`src/rtl/assert_macros.svh`:
```
// ----------------------------------------------------------------------------
// assert_macros.svh
// concurrent assertion helpers, clocked on clk_i and gated by rst_ni
// ----------------------------------------------------------------------------
`ifndef ASSERT_MACROS_SVH
`define ASSERT_MACROS_SVH

// property holds at every edge
`define VCS_ASSERT(lbl, prop, msg) \
  lbl: assert property (@(posedge clk_i) disable iff (!rst_ni) (prop)) else $error(msg);

// consequent holds in the cycle after the antecedent
`define VCS_ASSERT_NEXT(lbl, ante, cons, msg) \
  lbl: assert property (@(posedge clk_i) disable iff (!rst_ni) (ante) |=> (cons)) \
    else $error(msg);

`endif

```
`src/rtl/vcs_pkg.sv`:
```
// ----------------------------------------------------------------------------
// vcs_pkg
// shared types and codes of the voxel column store
// ----------------------------------------------------------------------------
package vcs_pkg;

  typedef enum logic [1:0] {
    MODE_READ     = 2'd0,
    MODE_WRITE    = 2'd1,
    MODE_EDGE     = 2'd2,
    MODE_REMESHED = 2'd3
  } mode_e;

  // register index taken from paddr[2]
  localparam logic [0:0] REG_AIR_CODE = 1'b0;

  // neighbor mask bit positions
  localparam int unsigned NB_W  = 0;
  localparam int unsigned NB_E  = 1;
  localparam int unsigned NB_N  = 2;
  localparam int unsigned NB_S  = 3;
  localparam int unsigned NB_NW = 4;
  localparam int unsigned NB_SW = 5;
  localparam int unsigned NB_NE = 6;
  localparam int unsigned NB_SE = 7;

  typedef struct packed {
    mode_e      mode;
    logic [3:0] col_x;
    logic [3:0] col_z;
    logic [7:0] level_y;
    logic [7:0] block_code;
  } in_item_t;

  typedef struct packed {
    logic [7:0] read_code;
    logic       changed;
    logic [7:0] column_height;
    logic [7:0] neighbor_mask;
    logic       dirty_flag;
    logic       level_uniform;
  } out_item_t;

  typedef struct packed {
    logic clear;
    logic load;
    logic eval;
    logic scan_rd;
    logic scan_dec;
    logic scan_fin;
    logic push;
  } cmd_t;

  typedef struct packed {
    logic clear_last;
    logic need_scan;
    logic top_zero;
    logic cell_air;
  } sts_t;

endpackage

```
`src/rtl/vcs_ctrl.sv`:
```
// ----------------------------------------------------------------------------
// vcs_ctrl
// sequencer: clearing pass, lookup, column scan and result transfer
// ----------------------------------------------------------------------------
module vcs_ctrl (
  input  logic          clk_i,
  input  logic          rst_ni,
  input  logic          in_valid_i,
  output logic          in_ready_o,
  output logic          out_valid_o,
  input  logic          out_ready_i,
  input  vcs_pkg::sts_t sts_i,
  output vcs_pkg::cmd_t cmd_o
);
  import vcs_pkg::*;

  typedef enum logic [5:0] {
    ST_CLEAR    = 6'b000001,
    ST_IDLE     = 6'b000010,
    ST_LOOKUP   = 6'b000100,
    ST_SCAN_RD  = 6'b001000,
    ST_SCAN_CHK = 6'b010000,
    ST_RESP     = 6'b100000
  } state_e;

  state_e state_q, state_d;
  logic   out_valid_q, out_valid_d;

  always_comb begin
    state_d    = state_q;
    cmd_o      = '0;
    in_ready_o = 1'b0;
    unique case (state_q)
      ST_CLEAR: begin
        cmd_o.clear = 1'b1;
        if (sts_i.clear_last) begin
          state_d = ST_IDLE;
        end
      end
      ST_IDLE: begin
        in_ready_o = 1'b1;
        if (in_valid_i) begin
          cmd_o.load = 1'b1;
          state_d    = ST_LOOKUP;
        end
      end
      ST_LOOKUP: begin
        cmd_o.eval = 1'b1;
        state_d    = sts_i.need_scan ? ST_SCAN_RD : ST_RESP;
      end
      ST_SCAN_RD: begin
        if (sts_i.top_zero) begin
          cmd_o.scan_fin = 1'b1;
          state_d        = ST_RESP;
        end else begin
          cmd_o.scan_rd = 1'b1;
          state_d       = ST_SCAN_CHK;
        end
      end
      ST_SCAN_CHK: begin
        if (sts_i.cell_air) begin
          cmd_o.scan_dec = 1'b1;
          state_d        = ST_SCAN_RD;
        end else begin
          cmd_o.scan_fin = 1'b1;
          state_d        = ST_RESP;
        end
      end
      ST_RESP: begin
        if (!out_valid_q || out_ready_i) begin
          cmd_o.push = 1'b1;
          state_d    = ST_IDLE;
        end
      end
      default: begin
        state_d = ST_IDLE;
      end
    endcase
  end

  always_comb begin
    out_valid_d = out_valid_q;
    if (cmd_o.push) begin
      out_valid_d = 1'b1;
    end else if (out_ready_i) begin
      out_valid_d = 1'b0;
    end
  end

  always_ff @(posedge clk_i or negedge rst_ni) begin
    if (!rst_ni) begin
      state_q     <= ST_CLEAR;
      out_valid_q <= 1'b0;
    end else begin
      state_q     <= state_d;
      out_valid_q <= out_valid_d;
    end
  end

  assign out_valid_o = out_valid_q;

endmodule

```
`config.mk`:
```
export PLATFORM = sky130hd
export DESIGN_NAME = vcs_ctrl
export DESIGN_NICKNAME = d
export VERILOG_FILES = /design/src/rtl/assert_macros.svh /design/src/rtl/vcs_pkg.sv /design/src/rtl/vcs_ctrl.sv
export SDC_FILE = /design/constraint.sdc
export NUM_CORES = 1
export LEC_CHECK = 0
export BUFFER_PORTS_ARGS = -buffer_cell sky130_fd_sc_hd__clkbuf_2
export CAP_MARGIN = 20
export CORE_AREA = 2 2 39 41
export DETAILED_ROUTE_END_ITERATION = 8
export DIE_AREA = 0 0 41 43
export PLACE_DENSITY = 0.58
export SLEW_MARGIN = 20
export SYNTH_ARGS = -nofsm -noshare
export SYNTH_HDL_FRONTEND = slang
export SYNTH_SLANG_ARGS = --single-unit
export TNS_END_PERCENT = 1
```
`constraint.sdc`:
```
create_clock -name clk_i -period 5.1 [get_ports clk_i]
set_input_delay 1.53 -clock clk_i [delete_from_list [all_inputs] [get_ports clk_i]]
set_output_delay 1.53 -clock clk_i [all_outputs]
set_load 0.02 [all_outputs]
```
==> run metrics <==
global-route wire length before repair 1430 microns; HP Start out_valid_o$_DFFE_PN0P_; post-DR vias/cell 5.01; Yosys top cell area share 34.7%; Crit. End Element primary output; RSZ-0062 raised after global routing false; vias in the first global route 337; fill count 148; Placeable Area 0.00138 sq mm; slowest CP cell and3b_2; Final WS setup 1.39 ns; Yosys cell types 26; Antenna Nets Post-Route 0; CTS Buf Count 3; DRT iter0 DRCs 9; period utilization 72.7%; nets 71; relative slew slack 79.8%; ANT cells 0; synth-to-layout area growth 21.4%; worst reg-to-reg path cell count 3; CP Max Fanout 3; total wire length 830 microns; Synthesis Warnings 0; worst path bufs/invs 2; VDD IR max 0.161 mV; status finished, final reports clean; CTS root buf clkbuf_4; Synth Area in Adders 0%; most used cell, CP clkbuf_2; post-synthesis mux area share 0%; Seq/Total Area, Yosys 40.8%; hold crit path type reg2reg; pwr dens 401 mW/mm^2; delay-heaviest family, CP buffers and inverters; Crit Reg-Reg Startpoint state_q[4]$_DFFE_PN0P_; DIE WIDTH 41 microns; CTS clk-pin slew, worst paths 0.05 ns; DP HPWL 630 microns; Layout Utilization 38.0%; sequence of cells on the critical path clkbuf_2 > and3b_2 > a21oi_1 > nor2_1 > clkbuf_2; IO buf count 16; CTS tree done; critical path type in2out; skew final 0.00111 ns; worst slew pin tran 0.301 ns; number of max-cap violations 0; post-cts repair resize count 0; Synth Area in XOR/XNOR 2.02%; post-synthesis compound-gate area fraction 8.67%; leading area contributor after synthesis dfrtp_1; DR pass1 iterations 4; Setup Viol. Count Final 0; vias 391; Synth Net Count 53; IO Pins 17; LEAKAGE 0.261 nW; post-CTS setup repair buffer count 0; RePlAce Congestion 0.730; post-place setup slack 1.40 ns; min Tclk post-route 3.71 ns; largest net degree at the start of global routing 11; drt wl/cell 10.6 microns; H-tree levels 1; CTS Sinks 7; DIE HEIGHT 43 microns; TNS Setup 0 ns; clk_lat worst skew 0.25 ns; Simple-Gate Fraction of Synth Area 39.0%; drt drc 0; Tot Pwr 0.000211 W; syn avg cell area 9.62 sq um; flop2flop setup slack 3.23 ns; final hold violations 0; All-Layer GR Usage 12.5%; Crit path depth 5; Max Slew Vio Count 0; remaining global-route overflow 0; worst path required time 3.57 ns; synthesized cell area 433 sq um; max incr delay on CP 0.18 ns; fmax 270 MHz; Mapped Cells 45; clock buffer depth 2; Critical Path Source sts_i[1]; Synth Register Bits 7; initial antenna violation count 0; Hold-fix buffers, CTS 0; share of cells above drive strength 1 37.1%; row count 14; Hold Path Depth 2; largest family of logic cells by synthesized area simple AND/OR/NAND/NOR gates; CP arrival 2.18 ns; crit path launch type input port; Synth area leaders dfrtp_1, dfstp_2, nor3_1; Initial Utilization 31.3%; Die ar. 0.00176 sq mm
==> cells in the mapped netlist (all sizes together) <==
master	n
dfrtp	6
nor2	5
nor3	5
buf	3
inv	2
nand2	2
nor3b	2
nor4b	2
o211ai	2
o21ai	2
or4	2
a21o	1
a21oi	1
and3	1
and3b	1
and4b	1
dfstp	1
nand3	1
nand4	1
nand4b	1
nor2b	1
or4b	1
xor2	1
==> metrics by stage <==
stage	hold WS, ns	area (sq um)	cells
6_report	0.541	526	78
3_5_place_dp	0.536	499	74
3_3_place_gp	0.532	499	74
2_1_floorplan	0.522	433	45
4_1_cts	0.548	526	78
5_1_grt	0.570	526	78
==> registers in the layout, summed over array words and instances (netlist names) <==
register     count
state_q          6
out_valid_o      1
==> layout by cell type, fill, tap and decap left out, drive strengths merged <==
master | synthesis | routed
or4b | 1 | 1
nor2 | 5 | 5
nor3b | 2 | 2
dfstp | 1 | 1
nor3 | 5 | 5
dfrtp | 6 | 6
o21ai | 2 | 2
xor2 | 1 | 1
nand2 | 2 | 2
and3 | 1 | 1
nor4b | 2 | 2
o211ai | 2 | 2
a21oi | 1 | 1
nand3 | 1 | 1
inv | 2 | 2
nor2b | 1 | 1
clkbuf | 0 | 20
a21o | 1 | 1
or4 | 2 | 2
and4b | 1 | 1
and3b | 1 | 1
nand4b | 1 | 1
nand4 | 1 | 1
==> layout make-up <==
| class | count | area [sq um] | share of cell area (%) |
|---|---|---|---|
| well taps | 16 | 20.0 | 3.81 |
| inverters | 2 | 7.51 | 1.43 |
| clock buffers | 4 | 26.3 | 5.00 |
| multi-input cells | 33 | 215 | 41.0 |
| repair buffers | 16 | 80.1 | 15.2 |
| flip-flops and latches | 7 | 176 | 33.6 |
==> kinds of logic (layout without fill, tap and decap cells) <==
kind of cell    count (synthesis)  after routing
buf+inv                         5             22
simple gates                   26             26
xor+xnor                        1              1
compound gates                  6              6
flops                           7              7
==> per-layer routing <==
layer | wire length, microns | global-route usage (%) | part of all wire, % | vias up
li1 | - | - | - | 200
met1 | 406 | 18.1 | 49 | 177
met2 | 367 | 14.1 | 44 | 12
met3 | 36 | 3.14 | 4.3 | 2
met4 | 19 | 12.0 | 2.3 | 0
met5 | 0 | 0 | 0 | -
==> report_power, final <==
group	switching (W)	internal, W	leakage [nW]
sequential	0.0000160	0.0000650	0.0893
combinational	0.0000462	0.0000338	0.156
clock	0.0000201	0.0000298	0.0150
==> worst reg2reg max path, cell delays in order (launching register included) <==
cell	delay, ns
dfrtp_1	0.47
or4_4	0.58
or4b_4	0.50
and4b_1	0.21
==> final timing paths <==
kind,to
worst max-delay path,cmd_o[1]
worst min-delay path,out_valid_o$_DFFE_PN0P_
worst max register to register,state_q[1]$_DFFE_PN0P_
worst min register to register,out_valid_o$_DFFE_PN0P_
max in group asynchronous,state_q[0]$_DFFE_PN1P_
min in group asynchronous,state_q[1]$_DFFE_PN0P_
No activity file was read; power rests on OpenSTA's default activity.
